$ cat config.mk
export PLATFORM = sky130hd
export DESIGN_NAME = domain_to_texture_rect_core
export DESIGN_NICKNAME = d
export VERILOG_FILES = /design/src/design/dtr_pkg.sv /design/src/design/dtr_iter_unit.sv /design/src/design/dtr_ctrl.sv /design/src/design/domain_to_texture_rect_core.sv
export SDC_FILE = /design/constraint.sdc
export NUM_CORES = 1
export LEC_CHECK = 0
export BUFFER_PORTS_ARGS = -buffer_cell sky130_fd_sc_hd__buf_2
export CAP_MARGIN = 20
export CORE_MARGIN = 10
export CORE_UTILIZATION = 50
export DETAILED_ROUTE_END_ITERATION = 16
export PLACE_DENSITY_LB_ADDON = 0.1
export SKIP_CTS_REPAIR_TIMING = 1
export SLEW_MARGIN = 10
export SYNTH_ARGS = -nofsm -noshare
export SYNTH_HDL_FRONTEND = slang
export SYNTH_SLANG_ARGS = --single-unit
$ cat constraint.sdc
create_clock -name aclk -period 13.92 [get_ports aclk]
set_clock_uncertainty 0.05 [all_clocks]
set_input_delay 1.392 -clock aclk [delete_from_list [all_inputs] [get_ports aclk]]
set_output_delay 1.392 -clock aclk [all_outputs]
set_load 0.005 [all_outputs]
$ cat src/design/dtr_pkg.sv
// ----------------------------------------------------------------------------
// dtr_pkg
// Shared types and constants for the domain-to-texture rectangle core.
// ----------------------------------------------------------------------------
package dtr_pkg;

    localparam int MAX_RANK   = 4;
    localparam int INDEX_BITS = 32;
    localparam int DIM_BITS   = 16;
    localparam int RANK_BITS  = $clog2(MAX_RANK + 1);
    localparam int CNT_BITS   = $clog2(INDEX_BITS);

    localparam int MUL_STEPS  = DIM_BITS;
    localparam int DIV_STEPS  = INDEX_BITS;

    localparam int S_TDATA_W  = 48;
    localparam int M_TDATA_W  = 120;

    typedef enum logic {
        OP_MUL = 1'b0,
        OP_DIV = 1'b1
    } dtr_op_t;

    typedef struct packed {
        logic                  start;
        dtr_op_t               op;
        logic [INDEX_BITS-1:0] a;
        logic [DIM_BITS-1:0]   b;
        logic [INDEX_BITS-1:0] c;
    } dtr_cmd_t;

    typedef struct packed {
        logic                  done;
        logic [INDEX_BITS-1:0] value;
        logic [DIM_BITS-1:0]   rem;
    } dtr_res_t;

endpackage

$ cat src/design/dtr_iter_unit.sv
// ----------------------------------------------------------------------------
// dtr_iter_unit
// Shared iterative unit: shift-add multiply-accumulate and restoring divide.
// ----------------------------------------------------------------------------
module dtr_iter_unit (
    input  logic              aclk,
    input  logic              aresetn,
    input  dtr_pkg::dtr_cmd_t cmd,
    output dtr_pkg::dtr_res_t res
);
    import dtr_pkg::*;

    logic                  busy_reg;
    logic                  done_reg;
    dtr_op_t               op_reg;
    logic [CNT_BITS-1:0]   cnt_reg;
    logic [INDEX_BITS-1:0] acc_reg;
    logic [INDEX_BITS-1:0] opa_reg;
    logic [DIM_BITS-1:0]   opb_reg;
    logic [DIM_BITS-1:0]   rem_reg;

    logic [DIM_BITS+1:0]   diff;
    logic                  q_bit;
    logic [INDEX_BITS-1:0] acc_next;
    logic [DIM_BITS-1:0]   rem_next;

    always_comb begin
        diff  = {1'b0, rem_reg, acc_reg[INDEX_BITS-1]} - {2'b00, opb_reg};
        q_bit = ~diff[DIM_BITS+1];
        if (op_reg == OP_MUL) begin
            acc_next = opb_reg[0] ? (acc_reg + opa_reg) : acc_reg;
            rem_next = rem_reg;
        end else begin
            acc_next = {acc_reg[INDEX_BITS-2:0], q_bit};
            rem_next = q_bit ? diff[DIM_BITS-1:0]
                             : {rem_reg[DIM_BITS-2:0], acc_reg[INDEX_BITS-1]};
        end
    end

    always_ff @(posedge aclk) begin
        if (!aresetn) begin
            busy_reg <= 1'b0;
            done_reg <= 1'b0;
        end else begin
            done_reg <= !cmd.start && busy_reg && (cnt_reg == '0);
            if (cmd.start) begin
                busy_reg <= 1'b1;
            end else if (busy_reg && cnt_reg == '0) begin
                busy_reg <= 1'b0;
            end
        end
    end

    always_ff @(posedge aclk) begin
        if (cmd.start) begin
            op_reg  <= cmd.op;
            opa_reg <= cmd.a;
            opb_reg <= cmd.b;
            rem_reg <= '0;
            if (cmd.op == OP_MUL) begin
                cnt_reg <= CNT_BITS'(MUL_STEPS - 1);
                acc_reg <= cmd.c;
            end else begin
                cnt_reg <= CNT_BITS'(DIV_STEPS - 1);
                acc_reg <= cmd.a;
            end
        end else if (busy_reg) begin
            acc_reg <= acc_next;
            rem_reg <= rem_next;
            opa_reg <= {opa_reg[INDEX_BITS-2:0], 1'b0};
            if (op_reg == OP_MUL) begin
                opb_reg <= {1'b0, opb_reg[DIM_BITS-1:1]};
            end
            cnt_reg <= cnt_reg - 1'b1;
        end
    end

    assign res.done  = done_reg;
    assign res.value = acc_reg;
    assign res.rem   = rem_reg;

endmodule

$ cat src/design/dtr_ctrl.sv
// ----------------------------------------------------------------------------
// dtr_ctrl
// Sequencer, domain state and output register of the rectangle core.
// ----------------------------------------------------------------------------
module dtr_ctrl (
    input  logic                            aclk,
    input  logic                            aresetn,
    input  logic                            cfg_we,
    input  logic [dtr_pkg::DIM_BITS-1:0]    cfg_wdata,
    input  logic                            s_tvalid,
    output logic                            s_tready,
    input  logic [dtr_pkg::S_TDATA_W-1:0]   s_tdata,
    input  logic                            s_tlast,
    input  logic                            s_tuser,
    output logic                            m_tvalid,
    input  logic                            m_tready,
    output logic [dtr_pkg::M_TDATA_W-1:0]   m_tdata,
    output dtr_pkg::dtr_cmd_t               cmd,
    input  dtr_pkg::dtr_res_t               res
);
    import dtr_pkg::*;

    typedef enum logic [5:0] {
        ST_IDLE      = 6'b000001,
        ST_MUL_FIRST = 6'b000010,
        ST_MUL_LAST  = 6'b000100,
        ST_DIV_FIRST = 6'b001000,
        ST_DIV_LAST  = 6'b010000,
        ST_EMIT      = 6'b100000
    } state_t;

    state_t                state_reg;
    logic                  launch_reg;
    logic                  launch_next;
    logic                  m_tvalid_reg;
    logic [M_TDATA_W-1:0]  m_tdata_reg;
    logic [DIM_BITS-1:0]   width_reg;

    logic [INDEX_BITS-1:0] first_reg;
    logic [INDEX_BITS-1:0] last_reg;
    logic                  whole_reg;
    logic [DIM_BITS-1:0]   prev_min_reg;
    logic [DIM_BITS-1:0]   prev_max_reg;
    logic [DIM_BITS-1:0]   cur_min_reg;
    logic [DIM_BITS-1:0]   cur_max_reg;
    logic [RANK_BITS-1:0]  dims_reg;

    logic [DIM_BITS-1:0]   dmin_reg;
    logic [DIM_BITS-1:0]   dmax_reg;
    logic [DIM_BITS-1:0]   ext_reg;
    logic                  tlast_reg;
    logic                  xlate_reg;

    logic [INDEX_BITS-1:0] q_first_reg;
    logic [DIM_BITS-1:0]   r_first_reg;
    logic [INDEX_BITS-1:0] q_last_reg;
    logic [DIM_BITS-1:0]   r_last_reg;

    logic [DIM_BITS-1:0]   in_min;
    logic [DIM_BITS-1:0]   in_max;
    logic [DIM_BITS-1:0]   in_ext;
    logic                  span_ok;
    logic [DIM_BITS-1:0]   width_eff;

    logic [DIM_BITS-1:0]   o_min_x;
    logic [31:0]           o_min_y;
    logic [DIM_BITS-1:0]   o_max_x;
    logic [32:0]           o_max_y;
    logic [DIM_BITS-1:0]   o_base;

    assign in_min    = s_tdata[15:0];
    assign in_max    = s_tdata[31:16];
    assign in_ext    = s_tdata[47:32];
    assign span_ok   = (in_max >= in_min) && ((in_max - in_min) == in_ext);
    assign width_eff = (width_reg == '0) ? DIM_BITS'(1) : width_reg;

    assign s_tready  = (state_reg == ST_IDLE);
    assign m_tvalid  = m_tvalid_reg;
    assign m_tdata   = m_tdata_reg;

    always_comb begin
        cmd.start = launch_reg;
        cmd.op    = OP_MUL;
        cmd.a     = first_reg;
        cmd.b     = ext_reg;
        cmd.c     = INDEX_BITS'(dmin_reg);
        case (state_reg)
            ST_MUL_LAST: begin
                cmd.a = last_reg;
                cmd.c = INDEX_BITS'(dmax_reg) - 1'b1;
            end
            ST_DIV_FIRST: begin
                cmd.op = OP_DIV;
                cmd.b  = width_eff;
            end
            ST_DIV_LAST: begin
                cmd.op = OP_DIV;
                cmd.a  = last_reg;
                cmd.b  = width_eff;
            end
            default: begin
                cmd.op = OP_MUL;
            end
        endcase
    end

    always_comb begin
        case (state_reg)
            ST_IDLE: begin
                launch_next = s_tvalid &&
                              ((dims_reg < RANK_BITS'(MAX_RANK)) || (s_tlast && s_tuser));
            end
            ST_MUL_FIRST: begin
                launch_next = res.done;
            end
            ST_MUL_LAST: begin
                launch_next = res.done && tlast_reg && xlate_reg;
            end
            ST_DIV_FIRST: begin
                launch_next = res.done;
            end
            default: begin
                launch_next = 1'b0;
            end
        endcase
    end

    always_comb begin
        if (xlate_reg) begin
            o_base  = r_first_reg;
            o_min_y = q_first_reg;
            o_max_y = {1'b0, q_last_reg} + 1'b1;
            if (q_first_reg != q_last_reg) begin
                o_min_x = '0;
                o_max_x = width_eff;
            end else begin
                o_min_x = r_first_reg;
                o_max_x = r_last_reg + 1'b1;
            end
        end else begin
            o_base  = '0;
            o_min_x = cur_min_reg;
            o_max_x = cur_max_reg;
            o_min_y = 32'(prev_min_reg);
            o_max_y = 33'(prev_max_reg);
        end
    end

    always_ff @(posedge aclk) begin
        if (!aresetn) begin
            state_reg    <= ST_IDLE;
            launch_reg   <= 1'b0;
            m_tvalid_reg <= 1'b0;
            width_reg    <= DIM_BITS'(1);
            first_reg    <= '0;
            last_reg     <= '0;
            whole_reg    <= 1'b1;
            prev_min_reg <= '0;
            prev_max_reg <= DIM_BITS'(1);
            cur_min_reg  <= '0;
            cur_max_reg  <= DIM_BITS'(1);
            dims_reg     <= '0;
        end else begin
            launch_reg <= launch_next;
            if (cfg_we) begin
                width_reg <= cfg_wdata;
            end
            if (state_reg == ST_EMIT && (!m_tvalid_reg || m_tready)) begin
                m_tvalid_reg <= 1'b1;
            end else if (m_tready) begin
                m_tvalid_reg <= 1'b0;
            end
            case (state_reg)
                ST_IDLE: begin
                    if (s_tvalid) begin
                        if (dims_reg < RANK_BITS'(MAX_RANK)) begin
                            whole_reg   <= whole_reg & span_ok;
                            cur_min_reg <= in_min;
                            cur_max_reg <= in_max;
                            if (dims_reg == '0) begin
                                prev_min_reg <= '0;
                                prev_max_reg <= DIM_BITS'(1);
                            end else begin
                                prev_min_reg <= cur_min_reg;
                                prev_max_reg <= cur_max_reg;
                            end
                            dims_reg  <= dims_reg + 1'b1;
                            state_reg <= ST_MUL_FIRST;
                        end else if (s_tlast) begin
                            if (s_tuser) begin
                                state_reg <= ST_DIV_FIRST;
                            end else begin
                                state_reg <= ST_EMIT;
                            end
                        end
                    end
                end
                ST_MUL_FIRST: begin
                    if (res.done) begin
                        first_reg <= res.value;
                        state_reg <= ST_MUL_LAST;
                    end
                end
                ST_MUL_LAST: begin
                    if (res.done) begin
                        last_reg <= res.value;
                        if (!tlast_reg) begin
                            state_reg <= ST_IDLE;
                        end else if (xlate_reg) begin
                            state_reg <= ST_DIV_FIRST;
                        end else begin
                            state_reg <= ST_EMIT;
                        end
                    end
                end
                ST_DIV_FIRST: begin
                    if (res.done) begin
                        q_first_reg <= res.value;
                        r_first_reg <= res.rem;
                        state_reg   <= ST_DIV_LAST;
                    end
                end
                ST_DIV_LAST: begin
                    if (res.done) begin
                        q_last_reg <= res.value;
                        r_last_reg <= res.rem;
                        state_reg  <= ST_EMIT;
                    end
                end
                ST_EMIT: begin
                    if (!m_tvalid_reg || m_tready) begin
                        first_reg    <= '0;
                        last_reg     <= '0;
                        whole_reg    <= 1'b1;
                        prev_min_reg <= '0;
                        prev_max_reg <= DIM_BITS'(1);
                        cur_min_reg  <= '0;
                        cur_max_reg  <= DIM_BITS'(1);
                        dims_reg     <= '0;
                        state_reg    <= ST_IDLE;
                    end
                end
                default: begin
                    state_reg <= ST_IDLE;
                end
            endcase
        end
    end

    always_ff @(posedge aclk) begin
        if (s_tvalid && s_tready) begin
            dmin_reg  <= in_min;
            dmax_reg  <= in_max;
            ext_reg   <= in_ext;
            tlast_reg <= s_tlast;
            xlate_reg <= s_tuser;
        end
        if (state_reg == ST_EMIT && (!m_tvalid_reg || m_tready)) begin
            m_tdata_reg <= {6'b000000, whole_reg, o_base, o_max_y, o_max_x, o_min_y, o_min_x};
        end
    end

endmodule

$ cat src/design/domain_to_texture_rect_core.sv
// ----------------------------------------------------------------------------
// domain_to_texture_rect_core
// Folds a copy domain into a texture rectangle, one dimension per transaction.
// ----------------------------------------------------------------------------
// The input channel carries one dimension per transaction, outermost first:
// s_tdata holds dim_min, dim_max and dim_extent, s_tlast marks the innermost
// dimension and s_tuser requests linear address translation on that item.
// Each of the first four dimensions runs two Horner steps on a shared
// shift-add unit, 16 steps each, and the next dimension is accepted
// once both are done. Further dimensions are accepted without arithmetic.
// Without translation the result transaction follows the multiplications
// of the last dimension. With translation, two 32-step divisions by the
// texture width follow on the same unit before the result. The unit is
// the only arithmetic resource, and s_tready stays low while it works.
// The user writes configuration (cfg_we, cfg_wdata) only while idle; unenforced.
// A synchronous low aresetn restores texture width 1 and an empty domain.
// The result waits in an output register; a stalled receiver only holds up
// the block when the next result is ready to be loaded.
// ----------------------------------------------------------------------------
module domain_to_texture_rect_core (
    input  logic                            aclk,
    input  logic                            aresetn,
    input  logic                            cfg_we,
    input  logic [dtr_pkg::DIM_BITS-1:0]    cfg_wdata,
    input  logic                            s_tvalid,
    output logic                            s_tready,
    // dim_min[15:0], dim_max[31:16], dim_extent[47:32]
    input  logic [dtr_pkg::S_TDATA_W-1:0]   s_tdata,
    input  logic                            s_tlast,
    // translate_address[0]
    input  logic                            s_tuser,
    output logic                            m_tvalid,
    input  logic                            m_tready,
    // rect_min_x[15:0], rect_min_y[47:16], rect_max_x[63:48], rect_max_y[96:64],
    // base_offset[112:97], covers_whole_stream[113], zero padding[119:114]
    output logic [dtr_pkg::M_TDATA_W-1:0]   m_tdata
);
    import dtr_pkg::*;

    dtr_cmd_t cmd;
    dtr_res_t res;

    dtr_ctrl u_ctrl (
        .aclk      (aclk),
        .aresetn   (aresetn),
        .cfg_we    (cfg_we),
        .cfg_wdata (cfg_wdata),
        .s_tvalid  (s_tvalid),
        .s_tready  (s_tready),
        .s_tdata   (s_tdata),
        .s_tlast   (s_tlast),
        .s_tuser   (s_tuser),
        .m_tvalid  (m_tvalid),
        .m_tready  (m_tready),
        .m_tdata   (m_tdata),
        .cmd       (cmd),
        .res       (res)
    );

    dtr_iter_unit u_unit (
        .aclk    (aclk),
        .aresetn (aresetn),
        .cmd     (cmd),
        .res     (res)
    );

endmodule

==> impl_metrics.tcl <==
set metrics [dict create \
    ys_seq_area_frac 0.553 \
    hp-start "u_ctrl.first_reg[17]" \
    drt-total-wl_um 74400 \
    drt-initial-drc-count 1927 \
    cp.required_ns 14.34 \
    path_buf_inv 2 \
    clk_pin_slew_worst_paths_ns 0.06 \
    ff2ff_setup_slack_ns 10.08 \
    drtPass1Iterations 7 \
    reg2reg_from "u_ctrl.state_reg[2]" \
    die_h_um 244 \
    cts_max_level 2 \
    hold_path_end "u_ctrl.first_reg[17]" \
    n_antenna_cell 0 \
    track_usage 0.243 \
    avgSynthCellArea_um2 10.5 \
    power_leakage_nw 10.3 \
    fillers 4311 \
    fp.coreArea_mm2 0.0499 \
    place_congestion 0.913 \
    grt_pass1_wl_um 112000 \
    ioPinCount 193 \
    grt.overflow.total 0 \
    ctsLongestPathBuffers 3 \
    vias 19000 \
    initial_core_util 0.503 \
    setup_viol 0 \
    r2r-end "u_unit.acc_reg[30]" \
    irDropWorstVdd_uv 110 \
    drive_gt1_frac 0.135 \
    utilization 0.572 \
    drv_cap 0 \
    wl_per_cell_um 22.9 \
    slowest_delay_ns 0.74 \
    crit_top_cell "o211ai_1" \
    start_kind "register" \
    rows 82 \
    ys_seq_elements 520 \
    wl_met1_um 33100 \
    grt_max_degree 115 \
    ys_warn_count 0 \
    ant_nets 0 \
    path_class "reg2reg" \
    pwr-share-seq 0.436 \
    rsz0062_at_grt "false" \
    cts_made_buffers 55 \
    fin_nets 2681 \
    arrival_ns 4.26 \
    syn2layout_area_growth_pct 13.7 \
    die_w_um 244 \
    grt_pass1_vias 18300 \
    route.met3.wl_um 6010 \
    dr.max_layer_used "met4" \
    avgViaCountPerCell 5.83 \
    antenna_found_initial 1 \
    r2r_cells 10 \
    drv_slew 0 \
    synthCells 2396 \
    post-dp-hpwl_um 53100 \
    netlist_area_mm2 0.0251 \
    insertion_delay_ns 0.63 \
    max_freq_mhz 260 \
    p_int_mw 3.27 \
    fin_crit_sh 0.276 \
    status "completed" \
    tns_ns 0 \
    yosysUniqueCellTypes 80 \
    crit_slowest_cell "nor2_1" \
    crit_family "simple AND/OR/NAND/NOR gates" \
    p_comb_frac 0.250 \
    period_minus_slack_ns 3.84 \
    clock_sinks 520 \
    cts.root.buffer_cell "clkbuf_16" \
    switching_power_mw 1.60 \
    ys.flop_type "edfxtp_1" \
    dr_wl_met2_um 33600 \
    p_sw_frac 0.329 \
    synth_edf_count 346 \
    crit_fanout 27 \
    powerDensity_mw_per_mm2 171 \
    slew-limit-headroom 0.255 \
    largest_reg_flops 114 \
    crit_path_cell_trace "nor4_1 -> nand2_2 -> clkinv_1 -> buf_4 -> nor2_1 -> nand4_1 -> or3_1 -> o211ai_1 -> a21oi_1 -> o211ai_1" \
    die-area_mm2 0.0595 \
    tightest_slew_ns 1.12 \
    crit_start "u_ctrl.state_reg[2]" \
    drcViolationCount 0 \
    hold_violations 0 \
    cp-end-kind "register" \
    pwr-share-clk 0.314 \
    critical_path_cell_count 10 \
    hp-class "reg2reg" \
    cts_tree "yes" \
    hold_depth 2 \
    async_flop_share 0 \
    port_buffers 186 \
]
==> placed cells by master (no fill, tap or decap), drive strengths merged, types with 16 or more instances in the layout <==
master and n:
a21boi 104, a21o 24, a21oi 199, a31oi 25, a32o 16, and2 54
buf 214, clkbuf 87, dfxtp 174, edfxtp 346, ha 70, inv 61
mux2 19, mux2i 61, nand2 317, nand3 133, nand4 26, nor2 168
nor2b 25, nor3 26, o211ai 18, o21ai 89, xnor2 99, xor2 47
==> cell usage after synthesis (5+ instances only) <==
library cell | instances | share of area
a211o_1 | 6 | 0.0021
a211oi_1 | 13 | 0.0039
a21boi_0 | 103 | 0.031
a21o_1 | 24 | 0.0072
a21oi_1 | 199 | 0.040
a31oi_1 | 25 | 0.0062
a32o_1 | 16 | 0.0064
and2_1 | 54 | 0.013
and3_1 | 12 | 0.0030
buf_1 | 13 | 0.0019
buf_2 | 12 | 0.0024
buf_4 | 6 | 0.0018
clkbuf_1 | 102 | 0.015
dfxtp_1 | 174 | 0.14
edfxtp_1 | 346 | 0.41
ha_1 | 70 | 0.035
inv_1 | 60 | 0.0090
mux2_2 | 19 | 0.0085
mux2i_1 | 61 | 0.024
nand2_1 | 316 | 0.047
nand2b_1 | 13 | 0.0032
nand3_1 | 133 | 0.027
nand3b_1 | 5 | 0.0015
nand4_1 | 26 | 0.0065
nand4b_1 | 5 | 0.0017
nor2_1 | 167 | 0.025
nor2b_1 | 25 | 0.0062
nor3_1 | 26 | 0.0052
nor3b_1 | 5 | 0.0015
nor4_1 | 7 | 0.0017
o211ai_1 | 18 | 0.0054
o21ai_0 | 88 | 0.018
o221ai_1 | 6 | 0.0021
o31ai_1 | 5 | 0.0015
or2_2 | 7 | 0.0017
or3_1 | 12 | 0.0030
xnor2_1 | 99 | 0.035
xor2_1 | 47 | 0.016
==> layer usage <==
metal  vias up  GRT usage
met2       700      0.375
met5         -          0
met1      9274      0.343
met3        98     0.0457
li1       8904          -
met4         0     0.0683
==> power groups by stage <==
stage | Clock, mW | Combinational (mW) | Sequential, mW
4_1_cts | 1.54 | 1.21 | 2.11
2_1_floorplan | 0 | 0.927 | 2.02
3_5_place_dp | 0 | 1.20 | 2.15
3_3_place_gp | 0 | 1.18 | 2.14
6_report | 1.53 | 1.22 | 2.12
5_1_grt | 1.61 | 1.36 | 2.14
==> metrics by stage <==
stage                     cell area (um^2)  power [mW]  setup WS [ns]  hold slack (ns)  cells
after floorplan                      25100        2.94           8.80            0.380   2401
after global placement               26600        3.33           9.86            0.399   3151
after detailed placement             26600        3.35           9.81            0.407   3151
after CTS                            28500        4.87          10.18            0.415   3255
after global routing                 28500        5.11           9.84            0.433   3256
final                                28500        4.87          10.08            0.412   3256
==> how the worst max path moves through the flow <==
stage,slack [ns],to
2_1_floorplan,8.80,u_ctrl.whole_reg
3_3_place_gp,9.86,u_ctrl.whole_reg
3_5_place_dp,9.81,u_ctrl.whole_reg
4_1_cts,10.18,u_unit.acc_reg[16]
5_1_grt,9.84,u_unit.acc_reg[20]
6_report,10.08,u_unit.acc_reg[30]
==> kinds of logic (layout without fill, tap and decap cells) <==
family | Yosys count | count (layout) | share of synthesized area
simple gates | 826 | 826 | 0.153
compound gates | 552 | 552 | 0.140
flops | 520 | 520 | 0.553
buf+inv | 198 | 381 | 0.0319
xor+xnor | 146 | 146 | 0.0510
mux | 80 | 80 | 0.0329
fa+ha+maj | 73 | 73 | 0.0373
other cells | 1 | 6 | 0.000150
==> worst min-delay path, delay by kind of cell (launching register included) <==
kind	cells	cell delay [ns]
DFF	1	0.30
and+or+nand+nor	1	0.05
AOI/OAI and AO/OA	1	0.06
==> final cells by class <==
class / count / area, um^2 / share of cell area
Inverter: 63 / 239 / 0.00838
Tap cell: 672 / 841 / 0.0295
Clock inverter: 17 / 223 / 0.00781
Sequential cell: 520 / 13900 / 0.487
Timing Repair Buffer: 214 / 1150 / 0.0405
Multi-Input combinational cell: 1683 / 10500 / 0.368
Clock buffer: 87 / 1680 / 0.0589
Note: power is estimated with default switching activity, not from simulation.
